<file path="src/design/exif_pkg.sv">
// ----------------------------------------------------------------------------
// exif_pkg: shared types and constants of the EXIF orientation parser
// Phase codes, marker constants and the front-to-back item struct.
// ----------------------------------------------------------------------------
package exif_pkg;

    localparam int POSITION_BITS_DEFAULT = 32;
    localparam int QUEUE_DEPTH = 4;

    localparam logic [15:0] TAG_ORIENT = 16'h0112;
    localparam logic [7:0] MARK_APP1 = 8'hE1;
    localparam logic [7:0] MARK_SOS = 8'hDA;
    localparam logic [7:0] MARK_EOI = 8'hD9;
    localparam logic [7:0] MARK_SOI = 8'hD8;
    localparam logic [7:0] MARK_TEM = 8'h01;
    localparam logic [7:0] PNG_FIRST = 8'h89;
    localparam logic [31:0] CHUNK_EXIF = 32'h65584966;
    localparam logic [31:0] CHUNK_IDAT = 32'h49444154;
    localparam logic [31:0] CHUNK_IEND = 32'h49454E44;

    localparam logic [1:0] CONT_NONE = 2'd0;
    localparam logic [1:0] CONT_JPEG = 2'd1;
    localparam logic [1:0] CONT_PNG = 2'd2;

    typedef enum logic [4:0]
    {
        PH_FIRST = 5'd0, PH_SECOND = 5'd1, PH_PNGSIG = 5'd2, PH_JSCAN = 5'd3,
        PH_JMARK = 5'd4, PH_JLEN = 5'd5, PH_JSKIP = 5'd6, PH_JEXIF = 5'd7,
        PH_PLEN = 5'd8, PH_PTYPE = 5'd9, PH_PSKIP = 5'd10, PH_PCRC = 5'd11,
        PH_TBO = 5'd12, PH_TMAGIC = 5'd13, PH_TOFF = 5'd14, PH_TSEEK = 5'd15,
        PH_TCOUNT = 5'd16, PH_TENTRY = 5'd17, PH_TTAIL = 5'd18
    } phase_t;

    typedef struct packed
    {
        logic [3:0] orientation;
        logic [1:0] container;
        logic exif_present;
        logic swaps_axes;
    } result_t;

    function automatic logic [7:0] png_sig_byte(input logic [2:0] idx);
        logic [7:0] v;
        begin
            unique case (idx)
                3'd0: v = 8'h89;
                3'd1: v = 8'h50;
                3'd2: v = 8'h4E;
                3'd3: v = 8'h47;
                3'd4: v = 8'h0D;
                3'd5: v = 8'h0A;
                3'd6: v = 8'h1A;
                default: v = 8'h0A;
            endcase
            return v;
        end
    endfunction

    function automatic logic [7:0] exif_hdr_byte(input logic [2:0] idx);
        logic [7:0] v;
        begin
            unique case (idx)
                3'd0: v = 8'h45;
                3'd1: v = 8'h78;
                3'd2: v = 8'h69;
                3'd3: v = 8'h66;
                default: v = 8'h00;
            endcase
            return v;
        end
    endfunction

endpackage

</file>
<file path="src/design/exif_front.sv">
// ----------------------------------------------------------------------------
// exif_front: byte parser
// Walks the container and TIFF block one byte per cycle while take is high; on the byte that
// ends a file's scan it forms one result item.
// ----------------------------------------------------------------------------
module exif_front
    import exif_pkg::*;
#(
    parameter int POSITION_BITS = POSITION_BITS_DEFAULT
)
(
    input  logic          clk,
    input  logic          rst_n,
    input  logic          take,
    input  logic [7:0]    data_byte,
    input  logic          last_byte,
    output logic          res_valid,
    output result_t       res
);

    localparam logic [POSITION_BITS-1:0] POS_MAX = '1;

    phase_t            phase_reg, phase_next;
    logic [1:0]        cont_reg, cont_next;
    logic [3:0]        k_reg, k_next;
    logic [31:0]       rem_reg, rem_next;
    logic [POSITION_BITS-1:0] pos_reg, pos_next;
    logic              le_reg, le_next;
    logic [31:0]       ifd_reg, ifd_next;
    logic [15:0]       ent_reg, ent_next;
    logic [31:0]       asm_reg, asm_next;
    logic [15:0]       tag_reg, tag_next;
    logic [15:0]       typ_reg, typ_next;
    logic              nz_reg, nz_next;
    logic [3:0]        ori_reg, ori_next;
    logic              sent_reg, sent_next;
    logic [7:0]        mark_reg, mark_next;
    logic              hok_reg, hok_next;

    logic              stop;
    logic [31:0]       gath;
    logic [1:0]        gk;
    logic [32:0]       size_w;
    logic [32:0]       off2;
    logic [15:0]       len16;
    logic              trunc;
    logic [3:0]        o_out;

    // little-endian places byte at its lane; big-endian shifts in
    always_comb
    begin
        unique case (phase_reg)
            PH_TENTRY: gk = (k_reg >= 4'd8) ? 2'(k_reg - 4'd8) : {1'b0, k_reg[0]};
            default:   gk = k_reg[1:0];
        endcase
        if (le_reg)
            gath = ((gk == 2'd0) ? 32'd0 : asm_reg) | (32'(data_byte) << (8 * gk));
        else
            gath = (((gk == 2'd0) ? 32'd0 : asm_reg) << 8) | 32'(data_byte);
    end

    assign size_w = 33'(pos_reg) + 33'(rem_reg);
    assign off2   = 33'(gath) + 33'd2;
    assign len16  = {asm_reg[7:0], data_byte};

    always_comb
    begin
        phase_next = phase_reg; cont_next = cont_reg; k_next = k_reg;
        rem_next = rem_reg; pos_next = pos_reg; le_next = le_reg;
        ifd_next = ifd_reg; ent_next = ent_reg; asm_next = asm_reg;
        tag_next = tag_reg; typ_next = typ_reg; nz_next = nz_reg;
        ori_next = ori_reg; sent_next = sent_reg; mark_next = mark_reg;
        hok_next = hok_reg;
        stop = 1'b0;
        unique case (phase_reg)
            PH_FIRST:
            begin
                asm_next = 32'(data_byte); phase_next = PH_SECOND;
            end
            PH_SECOND:
            begin
                if (asm_reg == 32'hFF && data_byte == MARK_SOI)
                begin
                    cont_next = CONT_JPEG; phase_next = PH_JSCAN;
                end
                else if (asm_reg == 32'(PNG_FIRST) && data_byte == 8'h50)
                begin
                    cont_next = CONT_PNG; phase_next = PH_PNGSIG; k_next = 4'd2;
                end
                else
                    stop = 1'b1;
            end
            PH_PNGSIG:
            begin
                if (k_reg >= 4'd8 || data_byte != png_sig_byte(k_reg[2:0]))
                    stop = 1'b1;
                else if (k_reg == 4'd7)
                begin
                    phase_next = PH_PLEN; k_next = '0;
                end
                else
                    k_next = k_reg + 4'd1;
            end
            PH_JSCAN:
            begin
                if (data_byte == 8'hFF)
                    phase_next = PH_JMARK;
            end
            PH_JMARK:
            begin
                priority if (data_byte == 8'hFF)
                    phase_next = PH_JMARK;
                else if (data_byte == MARK_SOI || data_byte == MARK_TEM
                         || (data_byte >= 8'hD0 && data_byte <= 8'hD7))
                    phase_next = PH_JSCAN;
                else if (data_byte == MARK_SOS || data_byte == MARK_EOI)
                    stop = 1'b1;
                else
                begin
                    mark_next = data_byte; phase_next = PH_JLEN; k_next = '0;
                end
            end
            PH_JLEN:
            begin
                if (k_reg == 4'd0)
                begin
                    asm_next = 32'(data_byte); k_next = 4'd1;
                end
                else
                begin
                    k_next = '0;
                    if (len16 < 16'd2)
                        stop = 1'b1;
                    else
                    begin
                        rem_next = 32'(len16 - 16'd2);
                        if (mark_reg == MARK_APP1 && len16 >= 16'd8)
                            phase_next = PH_JEXIF;
                        else if (len16 == 16'd2)
                            phase_next = PH_JSCAN;
                        else
                            phase_next = PH_JSKIP;
                    end
                end
            end
            PH_JSKIP:
            begin
                if (rem_reg != '0) rem_next = rem_reg - 32'd1;
                if (rem_reg <= 32'd1) phase_next = PH_JSCAN;
            end
            PH_JEXIF:
            begin
                if (rem_reg != '0) rem_next = rem_reg - 32'd1;
                if (k_reg >= 4'd6 || data_byte != exif_hdr_byte(k_reg[2:0]))
                begin
                    k_next = '0;
                    phase_next = (rem_reg <= 32'd1) ? PH_JSCAN : PH_JSKIP;
                end
                else if (k_reg == 4'd5)
                begin
                    pos_next = '0; k_next = '0; le_next = 1'b0;
                    if (rem_next == '0) stop = 1'b1;
                    else phase_next = (rem_next < 32'd8) ? PH_TTAIL : PH_TBO;
                end
                else
                    k_next = k_reg + 4'd1;
            end
            PH_PLEN, PH_PTYPE:
            begin
                asm_next = ((k_reg == 4'd0) ? 32'd0 : (asm_reg << 8)) | 32'(data_byte);
                if (k_reg < 4'd3)
                    k_next = k_reg + 4'd1;
                else
                begin
                    k_next = '0;
                    if (phase_reg == PH_PLEN)
                    begin
                        rem_next = asm_next; phase_next = PH_PTYPE;
                    end
                    else if (asm_next == CHUNK_EXIF)
                    begin
                        pos_next = '0; le_next = 1'b0;
                        if (rem_reg == '0) stop = 1'b1;
                        else phase_next = (rem_reg < 32'd8) ? PH_TTAIL : PH_TBO;
                    end
                    else if (asm_next == CHUNK_IDAT || asm_next == CHUNK_IEND)
                        stop = 1'b1;
                    else
                        phase_next = (rem_reg == '0) ? PH_PCRC : PH_PSKIP;
                end
            end
            PH_PSKIP:
            begin
                if (rem_reg != '0) rem_next = rem_reg - 32'd1;
                if (rem_reg <= 32'd1)
                begin
                    phase_next = PH_PCRC; k_next = '0;
                end
            end
            PH_PCRC:
            begin
                if (k_reg >= 4'd3)
                begin
                    phase_next = PH_PLEN; k_next = '0;
                end
                else
                    k_next = k_reg + 4'd1;
            end
            default:
            begin
                // TIFF block phases
                unique case (phase_reg)
                    PH_TBO:
                    begin
                        if (k_reg == 4'd0)
                        begin
                            asm_next = 32'(data_byte); k_next = 4'd1;
                        end
                        else if (asm_reg == 32'h49 && data_byte == 8'h49)
                        begin
                            le_next = 1'b1; phase_next = PH_TMAGIC; k_next = '0;
                        end
                        else if (asm_reg == 32'h4D && data_byte == 8'h4D)
                        begin
                            le_next = 1'b0; phase_next = PH_TMAGIC; k_next = '0;
                        end
                        else
                            phase_next = PH_TTAIL;
                    end
                    PH_TMAGIC:
                    begin
                        asm_next = gath;
                        if (k_reg == 4'd0)
                            k_next = 4'd1;
                        else
                        begin
                            k_next = '0;
                            if (gath[15:0] == 16'd42)
                            begin
                                hok_next = 1'b1; phase_next = PH_TOFF;
                            end
                            else
                                phase_next = PH_TTAIL;
                        end
                    end
                    PH_TOFF:
                    begin
                        asm_next = gath;
                        if (k_reg < 4'd3)
                            k_next = k_reg + 4'd1;
                        else
                        begin
                            k_next = '0;
                            ifd_next = gath;
                            if (gath < 32'd8 || off2 > size_w || 33'(gath) > 33'(POS_MAX))
                                phase_next = PH_TTAIL;
                            else if (gath == 32'd8)
                                phase_next = PH_TCOUNT;
                            else
                                phase_next = PH_TSEEK;
                        end
                    end
                    PH_TSEEK:
                    begin
                        if (33'(pos_reg) + 33'd1 == 33'(ifd_reg))
                        begin
                            phase_next = PH_TCOUNT; k_next = '0;
                        end
                    end
                    PH_TCOUNT:
                    begin
                        asm_next = gath;
                        if (k_reg == 4'd0)
                            k_next = 4'd1;
                        else
                        begin
                            k_next = '0;
                            ent_next = gath[15:0];
                            phase_next = (gath[15:0] == '0) ? PH_TTAIL : PH_TENTRY;
                        end
                    end
                    PH_TENTRY:
                    begin
                        if (k_reg == 4'd0 && rem_reg < 32'd12)
                            phase_next = PH_TTAIL;
                        else
                        begin
                            if (k_reg < 4'd4 || (k_reg >= 4'd8 && k_reg < 4'd10))
                                asm_next = gath;
                            if (k_reg == 4'd1) tag_next = gath[15:0];
                            if (k_reg == 4'd3) typ_next = gath[15:0];
                            if (k_reg >= 4'd4 && k_reg < 4'd8)
                                nz_next = ((k_reg == 4'd4) ? 1'b0 : nz_reg)
                                          || (data_byte != 8'd0);
                            if (k_reg == 4'd9 && tag_reg == TAG_ORIENT && typ_reg == 16'd3
                                && nz_reg && gath[15:0] >= 16'd1 && gath[15:0] <= 16'd8)
                                ori_next = gath[3:0];
                            if (k_reg >= 4'd11)
                            begin
                                k_next = '0;
                                ent_next = ent_reg - 16'd1;
                                if (ent_reg == 16'd1) phase_next = PH_TTAIL;
                            end
                            else
                                k_next = k_reg + 4'd1;
                        end
                    end
                    default:
                    begin
                    end
                endcase
                if (pos_reg < POS_MAX) pos_next = pos_reg + 1'b1;
                rem_next = (rem_reg != '0) ? rem_reg - 32'd1 : rem_reg;
                if (rem_reg <= 32'd1) stop = 1'b1;
            end
        endcase

        // the PNG eXIf start-of-TIFF path keeps the chunk length as the TIFF size
        if (phase_reg == PH_PTYPE && k_reg == 4'd3 && asm_next == CHUNK_EXIF)
            rem_next = rem_reg;

        if (sent_reg)
        begin
            phase_next = phase_reg; cont_next = cont_reg; k_next = k_reg;
            rem_next = rem_reg; pos_next = pos_reg; le_next = le_reg;
            ifd_next = ifd_reg; ent_next = ent_reg; asm_next = asm_reg;
            tag_next = tag_reg; typ_next = typ_reg; nz_next = nz_reg;
            ori_next = ori_reg; mark_next = mark_reg; hok_next = hok_reg;
            stop = 1'b0;
        end
        else if (stop)
            sent_next = 1'b1;
    end

    // result item from the state after this byte, with the truncated-eXIf case
    assign trunc = !stop && !sent_reg && cont_next == CONT_PNG && phase_next >= PH_TBO;
    assign o_out = trunc ? 4'd0 : ori_next;
    assign res_valid = take && !sent_reg && (stop || last_byte);
    assign res.orientation = o_out;
    assign res.container = cont_next;
    assign res.exif_present = !trunc && hok_next;
    assign res.swaps_axes = o_out >= 4'd5 && o_out <= 4'd8;

    always_ff @(posedge clk or negedge rst_n)
    begin
        if (!rst_n)
        begin
            phase_reg <= PH_FIRST; cont_reg <= '0; k_reg <= '0; rem_reg <= '0;
            pos_reg <= '0; le_reg <= 1'b0; ifd_reg <= '0; ent_reg <= '0;
            asm_reg <= '0; tag_reg <= '0; typ_reg <= '0; nz_reg <= 1'b0;
            ori_reg <= '0; sent_reg <= 1'b0; mark_reg <= '0; hok_reg <= 1'b0;
        end
        else if (take)
        begin
            if (last_byte)
            begin
                phase_reg <= PH_FIRST; cont_reg <= '0; k_reg <= '0; rem_reg <= '0;
                pos_reg <= '0; le_reg <= 1'b0; ifd_reg <= '0; ent_reg <= '0;
                asm_reg <= '0; tag_reg <= '0; typ_reg <= '0; nz_reg <= 1'b0;
                ori_reg <= '0; sent_reg <= 1'b0; mark_reg <= '0; hok_reg <= 1'b0;
            end
            else
            begin
                phase_reg <= phase_next; cont_reg <= cont_next; k_reg <= k_next;
                rem_reg <= rem_next; pos_reg <= pos_next; le_reg <= le_next;
                ifd_reg <= ifd_next; ent_reg <= ent_next; asm_reg <= asm_next;
                tag_reg <= tag_next; typ_reg <= typ_next; nz_reg <= nz_next;
                ori_reg <= ori_next; sent_reg <= sent_next; mark_reg <= mark_next;
                hok_reg <= hok_next;
            end
        end
    end

    a_one_per_file: assert property (@(posedge clk) disable iff (!rst_n)
        (take && sent_reg) |-> !res_valid)
        else $error("second result in one file");
    a_swap: assert property (@(posedge clk) disable iff (!rst_n)
        res_valid |-> (res.swaps_axes == (res.orientation >= 4'd5)))
        else $error("swap flag mismatch");
    a_reset_after_last: assert property (@(posedge clk) disable iff (!rst_n)
        (take && last_byte) |=> (phase_reg == PH_FIRST && !sent_reg))
        else $error("no restart after last byte");

endmodule

</file>
<file path="src/design/exif_queue.sv">
// ----------------------------------------------------------------------------
// exif_queue: result queue
// Short FIFO of result items between the parser and the output port.
// ----------------------------------------------------------------------------
module exif_queue
    import exif_pkg::*;
(
    input  logic    clk,
    input  logic    rst_n,
    input  logic    push,
    input  result_t push_data,
    input  logic    pop,
    output logic    not_empty,
    output logic    full,
    output result_t head
);

    localparam int AW = $clog2(QUEUE_DEPTH);

    result_t       mem_reg [QUEUE_DEPTH];
    logic [AW-1:0] wr_reg, rd_reg;
    logic [AW:0]   cnt_reg;

    assign not_empty = cnt_reg != '0;
    assign full = cnt_reg == (AW+1)'(QUEUE_DEPTH);
    assign head = mem_reg[rd_reg];

    always_ff @(posedge clk)
    begin
        if (push) mem_reg[wr_reg] <= push_data;
    end

    always_ff @(posedge clk or negedge rst_n)
    begin
        if (!rst_n)
        begin
            wr_reg <= '0; rd_reg <= '0; cnt_reg <= '0;
        end
        else
        begin
            if (push) wr_reg <= wr_reg + 1'b1;
            if (pop) rd_reg <= rd_reg + 1'b1;
            cnt_reg <= cnt_reg + (AW+1)'(push) - (AW+1)'(pop);
        end
    end

    a_no_overflow: assert property (@(posedge clk) disable iff (!rst_n)
        full |-> !push || pop)
        else $error("queue overflow");
    a_no_underflow: assert property (@(posedge clk) disable iff (!rst_n)
        pop |-> not_empty)
        else $error("queue underflow");
    a_count_step: assert property (@(posedge clk) disable iff (!rst_n)
        (push && !pop) |=> cnt_reg == $past(cnt_reg) + 1'b1)
        else $error("count slip");

endmodule

</file>
<file path="src/design/exif_orientation_stream_parser_core.sv">
// ----------------------------------------------------------------------------
// exif_orientation_stream_parser_core: EXIF orientation finder
// Scans JPEG or PNG files byte by byte and gives one result item per file.
// ----------------------------------------------------------------------------
//  channel | direction | handshake      | payload
//  in      | input     | in_valid/stall | data_byte, last_byte
//  out     | output    | out_valid/stall| orientation, container, exif_present,
//          |           |                | swaps_axes
//
// One byte is taken every cycle unless the queue is full; the parser updates
// its counters on each byte taken. A result item is registered in a four-entry
// queue and leaves from its head. The input stalls only while that queue is
// full. Reset clears the parser to await the first byte of a new file.
module exif_orientation_stream_parser_core
    import exif_pkg::*;
#(
    parameter int POSITION_BITS = POSITION_BITS_DEFAULT
)
(
    input  logic       clk,
    input  logic       rst_n,
    input  logic       in_valid,
    output logic       in_stall,
    input  logic [7:0] data_byte,
    input  logic       last_byte,
    output logic       out_valid,
    input  logic       out_stall,
    output logic [3:0] orientation,
    output logic [1:0] container,
    output logic       exif_present,
    output logic       swaps_axes
);

    logic    take, res_valid, q_full, pop;
    result_t res, head;

    // hold input while the queue is full
    assign in_stall = q_full;
    assign take = in_valid && !q_full;
    assign pop = out_valid && !out_stall;

    exif_front #(.POSITION_BITS(POSITION_BITS)) u_front
    (
        .clk(clk), .rst_n(rst_n), .take(take), .data_byte(data_byte),
        .last_byte(last_byte), .res_valid(res_valid), .res(res)
    );

    exif_queue u_queue
    (
        .clk(clk), .rst_n(rst_n), .push(res_valid), .push_data(res), .pop(pop),
        .not_empty(out_valid), .full(q_full), .head(head)
    );

    assign orientation = head.orientation;
    assign container = head.container;
    assign exif_present = head.exif_present;
    assign swaps_axes = head.swaps_axes;

    a_stall_full: assert property (@(posedge clk) disable iff (!rst_n)
        in_stall |-> out_valid)
        else $error("stall with empty queue");
    a_orient_range: assert property (@(posedge clk) disable iff (!rst_n)
        out_valid |-> orientation <= 4'd8)
        else $error("orientation out of range");
    a_no_orient_png0: assert property (@(posedge clk) disable iff (!rst_n)
        (out_valid && container == CONT_NONE) |-> (orientation == 4'd0 && !exif_present))
        else $error("result without container");

endmodule
</file>
<file path="config.mk">
export PLATFORM = sky130hd
export DESIGN_NAME = exif_orientation_stream_parser_core
export DESIGN_NICKNAME = d
export VERILOG_FILES = /design/src/design/exif_pkg.sv /design/src/design/exif_front.sv /design/src/design/exif_queue.sv /design/src/design/exif_orientation_stream_parser_core.sv
export SDC_FILE = /design/constraint.sdc
export NUM_CORES = 1
export LEC_CHECK = 0
export ABC_CLOCK_PERIOD_IN_PS = 4970
export BUFFER_PORTS_ARGS = -buffer_cell sky130_fd_sc_hd__buf_2
export CAP_MARGIN = 20
export CORE_ASPECT_RATIO = 0.75
export CORE_MARGIN = 8
export CORE_UTILIZATION = 59
export CTS_CLUSTER_SIZE = 40
export DETAILED_ROUTE_END_ITERATION = 10
export GPL_TIMING_DRIVEN = 1
export MAX_ROUTING_LAYER = met4
export PLACE_DENSITY = 0.78
export SLEW_MARGIN = 10
export SYNTH_ARGS = -nofsm -noshare
export SYNTH_HDL_FRONTEND = slang
export SYNTH_SLANG_ARGS = --single-unit
</file>
<file path="constraint.sdc">
create_clock -name clk -period 4.97 [get_ports clk]
set_input_delay 0 -clock clk [delete_from_list [all_inputs] [get_ports clk]]
set_output_delay 0 -clock clk [all_outputs]
set_load 0.03 [all_outputs]
</file>
; Word-level counts from Yosys, hierarchy flattened
; Memories as Yosys holds them, arrays and structs flattened.
; Index checks and enable logic that the tools add are counted.
[classes]
n_addsub = 13
magnitude_cmp = 25
eq_ne = 89
shift = 1
mux = 194
bitwise_logic = 3
n_reduce_logical = 81
[ops]
columns = cell, n
row1 = 2-to-1 mux 32 bit, 30
row2 = 2-to-1 mux 16 bit, 18
row3 = case mux 32 bit (4 select lines), 2
row4 = 2-to-1 mux 5 bit, 39
row5 = case mux 32 bit (3 select lines), 2
row6 = equality test 32 x 31 -> 1 bit (second input constant), 4
row7 = less-than comparator 32 x 4 -> 1 bit (second input constant), 4
row8 = 2-to-1 mux 4 bit, 27
row9 = equality test 32 x 7 -> 1 bit (second input constant), 2
row10 = equality test 32 x 8 -> 1 bit (second input constant), 2
row11 = zero test 32 bit, 2
row12 = 2-to-1 mux 8 bit, 8
row13 = bitwise OR 32 x 8 -> 32 bit, 2
row14 = case mux 5 bit (11 select lines), 1
row15 = 2-to-1 mux 1 bit, 49
row16 = case mux 8 bit (6 select lines), 1
row17 = equality test 5 x 4 -> 1 bit (second input constant), 8
row18 = equality test 8 bit (second input constant), 5
row19 = != test 3 bit (second input constant), 12
row20 = case mux 4 bit (9 select lines), 1
row21 = adder 32 x 1 -> 33 bit (second input constant), 1
row22 = adder 32 x 2 -> 33 bit (second input constant), 1
row23 = adder 32 x 32 -> 33 bit, 1
row24 = equality test 33 x 32 -> 1 bit, 1
row25 = 93 further kinds, 183
[totals]
register_bits = 210
ramBits = 32
word_cells = 426
memories = 1
[memory_table]
columns = memory, words, width, read_ports, rd_ports_with_merged_regs, write_ports, line
row1 = u_queue.mem_reg, 4, 8, 1, 0, 1, exif_queue.sv:20  ; result_t mem_reg [QUEUE_DEPTH];

; Logic depth before layout (Yosys ltp)
[depth]
depth_word = 20
depth_mapped = 25

; Cells and area by module
; From an unflattened synthesis, not the netlist that was laid out.
[hier_totals]
cells_unflattened = 2598
hier_area_um2 = 20430.8
[by_module_without_submodules]
columns = mod, n_inst, cells_each, area_per_inst_um2, seq_area_each_um2
row1 = exif_front, 1, 2520, 18859.3, 5079.9
row2 = exif_queue, 1, 76, 1544.0, 1136.1
row3 = exif_orientation_stream_parser_core, 1, 2, 27.5, 0.0

; Worst setup path before layout
; No wires, ideal clock.
[synth_path]
kind = register to register
from = register u_front.phase_reg[0]
to = memory u_queue.mem_reg[0][5] (netlist name), data pin
t_arrival_ps = 5274
required_time_ps = 4790
path_slack_ps = -483
path_stages_with_launch = 25
path_buffers = 3
period_less_slack_ps = 5453
path_cell_list = dfrtp_1 > clkbuf_1 > nor3b_1 > a221oi_1 > buf_2 > buf_2 > mux2_2 > ha_1 > inv_1 > or4_1 > nor2_1 > nand3_1 > or2_2 > xor2_1 > ha_1 > nand2_1 > o21ai_0 > a21o_1 > a211oi_1 > nor2_1 > a211oi_1 > o221ai_1 > nand4_1 > o211ai_2 > a21oi_1
[synth_rtl]
columns = element, line
row1 = "start, declared", exif_front.sv:23  ; phase_t phase_reg, phase_next;
row2 = "start signal, assigned", exif_front.sv:364  ; phase_reg <= phase_next; cont_reg <= cont_next; k_reg <= k_next;
row3 = "end, declared", exif_queue.sv:20

==> load_flow_metrics.sql <==
INSERT INTO impl_metrics (metric_group, metric, value, unit) VALUES
('routing', 'drt.antenna.violating_nets', '0', ''),
('job', 'timing.max_cap.violations', '0', ''),
('outcome', 'violations', 'negative setup slack', ''),
('timing', 'worst_slew_pin_slew', '990', 'ps'),
('cells_and_area', 'final_cells', '3130', ''),
('die', 'floorplan.die_area', '39400', 'µm²'),
('setup_path', 'timing.critical_path.required', '5380', 'ps'),
('routing', 'drt_drc_violations_left', '0', ''),
('yosys', 'number_of_synthesized_flops_with_an_enable_pin', '32', ''),
('cells_and_area', 'layout-area-overhead-vs-synth', '19.9', '%'),
('clock_network', 'cts_buffers', '27', ''),
('timing', 'setup_viol', '29', ''),
('setup_path', 'crit_arrival', '5910', 'ps'),
('clock_network', 'worst_setup_hold_path_clk_slew', '70', 'ps'),
('yosys', 'postSynthCellCount', '2471', ''),
('cells_and_area', 'finalInstanceArea', '23500', 'µm²'),
('yosys', 'yosys.area_share.xor_xnor', '0.0570', ''),
('setup_path', 'path_max_fanout', '6', ''),
('yosys', 'synthDominantAreaCellType', 'dfrtp_1', ''),
('timing', 'final_hold_viol_count', '0', ''),
('yosys', 'yosys_most_used_dff', 'dfrtp_1', ''),
('clock_network', 'cts_tree', 'yes', ''),
('timing', 'final.period_utilization', '1.11', ''),
('min_path', 'hp-class', 'input port to asynchronous set/reset pin', ''),
('yosys', 'ys_async_sr_fraction', '0.868', ''),
('timing', 'worst_slew_margin_rel', '0.335', ''),
('die', 'die_width', '227', 'µm'),
('die', 'site_row_count', '58', ''),
('die', 'floorplan.io_pins', '23', ''),
('yosys', 'muxShareOfSynthArea', '0.0225', ''),
('clock_network', 'root_buffer', 'clkbuf_16', ''),
('setup_path', 'setup.worst_path.start_class', 'flip-flop', ''),
('timing', 'grt_setup_unrepaired', 'yes', ''),
('placement', 'place.detailed.hpwl', '60300', 'µm'),
('power_and_ir_drop', 'power.ir.vdd_worst', '331', 'µV'),
('yosys', 'synth.lib_cells_used.distinct', '91', ''),
('timing', 'post-route-min-period', '5500', 'ps'),
('yosys', 'synth_simple_gate_area_share', '0.239', ''),
('placement', 'place.gp.congestion', '1.02', ''),
('routing', 'drt-vias-per-instance', '7.17', ''),
('yosys', 'adder_cell_share_of_the_synthesized_area', '0.0568', ''),
('yosys', 'synth_nets', '2572', ''),
('yosys', 'postSynthRegisterBits', '242', ''),
('yosys', 'post-synth-top-count-cell', 'o21ai_0', ''),
('timing', 'timing.setup.tns', '-13750', 'ps'),
('grt', 'grtUsageTotal', '0.413', ''),
('setup_path', 'setup_crit_path_kind', 'flip-flop to flip-flop', ''),
('yosys', 'synth_top_cells_by_count', 'o21ai_0, nand2_1, nor2_1, dfrtp_1, a21oi_1', ''),
('cells_and_area', 'final_net_count', '2758', ''),
('power_and_ir_drop', 'leakage_power', '0.00987', 'µW'),
('placement', 'detailed_place.area', '22000', 'µm²'),
('routing', 'wire_per_inst', '26.4', 'µm'),
('placement', 'buffer_ports.inserted', '22', ''),
('die', 'floorplan.core_area', '33200', 'µm²'),
('outcome', 'result_of_the_run', 'complete, but fails checks', ''),
('cells_and_area', 'finalCoreUtilization', '0.710', ''),
('grt', 'maximum_number_of_pins_on_one_net_before_global_route_repair', '101', ''),
('yosys', 'synthesized_area_per_cell', '7.95', 'µm²'),
('grt', 'initial_antenna_violation_count', '2', ''),
('cells_and_area', 'drive_gt1_frac', '0.185', ''),
('clock_network', 'cts.sink_count', '242', ''),
('yosys', 'synth_top_area_share', '0.268', ''),
('die', 'die_height', '174', 'µm'),
('clock_network', 'cts-htree-levels', '1', ''),
('routing', 'dr.first_iter.drc_count', '4132', ''),
('routing', 'drt-total-wl', '82700', 'µm'),
('yosys', 'yosysWarningCount', '0', ''),
('timing', 'timing.clock.skew', '15.9', 'ps'),
('timing', 'setup_slack', '-534', 'ps'),
('placement', 'dpl.cell_count', '3048', ''),
('grt', 'number_of_global_route_vias_before_repair', '20900', '');
[metal layers]
layer,global-route usage,part of all wire
met5,-,0
met4,0.145,0.048
met3,0.148,0.16
met2,0.562,0.40
met1,0.559,0.39
[worst paths after layout]
check                      slack [ps]  depth (start not counted)                 start               endpoint
setup / recovery                 -530                         21  u_front.phase_reg[2]  u_queue.mem_reg[3][4]
hold / removal                     60                          2                 rst_n    u_front.rem_reg[10]
setup reg to reg                 -530                         21  u_front.phase_reg[2]  u_queue.mem_reg[3][4]
hold reg to reg                   480                          2    u_front.typ_reg[3]     u_front.typ_reg[3]
max in group asynchronous        3530                          3                 rst_n    u_front.ent_reg[11]
min in group clk                   60                          3          data_byte[1]    u_front.mark_reg[1]
[cells in the final DEF (no fill, tap or decap), types with 32 or more instances in the layout]
cell and n:
edfxtp_1 32, a22o_1 39, nand3_1 70, nand2_1 243, nor3_1 76, a21o_1 40
buf_4 288, o31ai_1 57, xnor2_1 79, nand4_1 42, nor2_1 229, xor2_1 46
a21oi_1 176, ha_1 82, a31oi_1 32, dfrtp_1 210, o21ai_0 264, inv_1 50
[worst max-delay path, stage by stage (launching register included)]
cell	delay, ps
dfrtp_1	410
nor3b_4	370
buf_6	170
a21o_1	180
a21oi_2	90
or3_4	380
or4_4	560
nor2_4	130
buf_4	120
nand2_1	90
nor3_2	230
xnor2_1	180
ha_1	310
nand4_1	180
nor2_1	90
a2111oi_2	300
o211ai_1	220
a211oi_2	430
o221ai_4	160
nand4_1	190
o211ai_4	220
a21oi_4	280
[logic make-up (layout without fill, tap and decap cells)]
logic type      after synthesis  in the layout
compound gates              824            824
xor+xnor                    127            127
fa+ha+maj                    88             88
buf+inv                     223            429
flops                       242            242
mux                          33             33
other cells                   0              3
simple gates                934            934
[where the power goes]
group	leakage [µW]	internal, µW	switching (µW)
clock	0.000477	1360	913
sequential	0.00317	2340	476
combinational	0.00623	2980	5100
total	0.00987	6680	6490
[area by class of cell]
class	count	area (µm²)
clock buffer	32	724
sequential	242	6220
inverter	52	195
fill	2630	9620
timing repair buffer	328	2530
multi-input combinational	2006	13000
clock inverter	17	260
tap	450	563
antenna	3	7.51
[metrics by stage]
| stage | hold slack, ps | total power [µW] | setup slack, ps |
|---|---|---|---|
| 6_report | 56.5 | 13200 | -534 |
| 5_1_grt | 35.5 | 13600 | -551 |
| 4_1_cts | 13.5 | 12600 | -177 |
| 3_5_place_dp | 115 | 10200 | -579 |
| 3_3_place_gp | 103 | 10100 | -458 |
| 2_1_floorplan | -296 | 7210 | 14.2 |
[what timing repair did]
action,in CTS,in global routing
hold buffers,6,0
setup buffers,16,9
cloned,0,0
resized for setup,39,35
endpoints found under the hold margin,112,0
pin swaps,33,28
setup endpoints to repair,29,63
No activity file was read; power rests on OpenSTA's default activity.
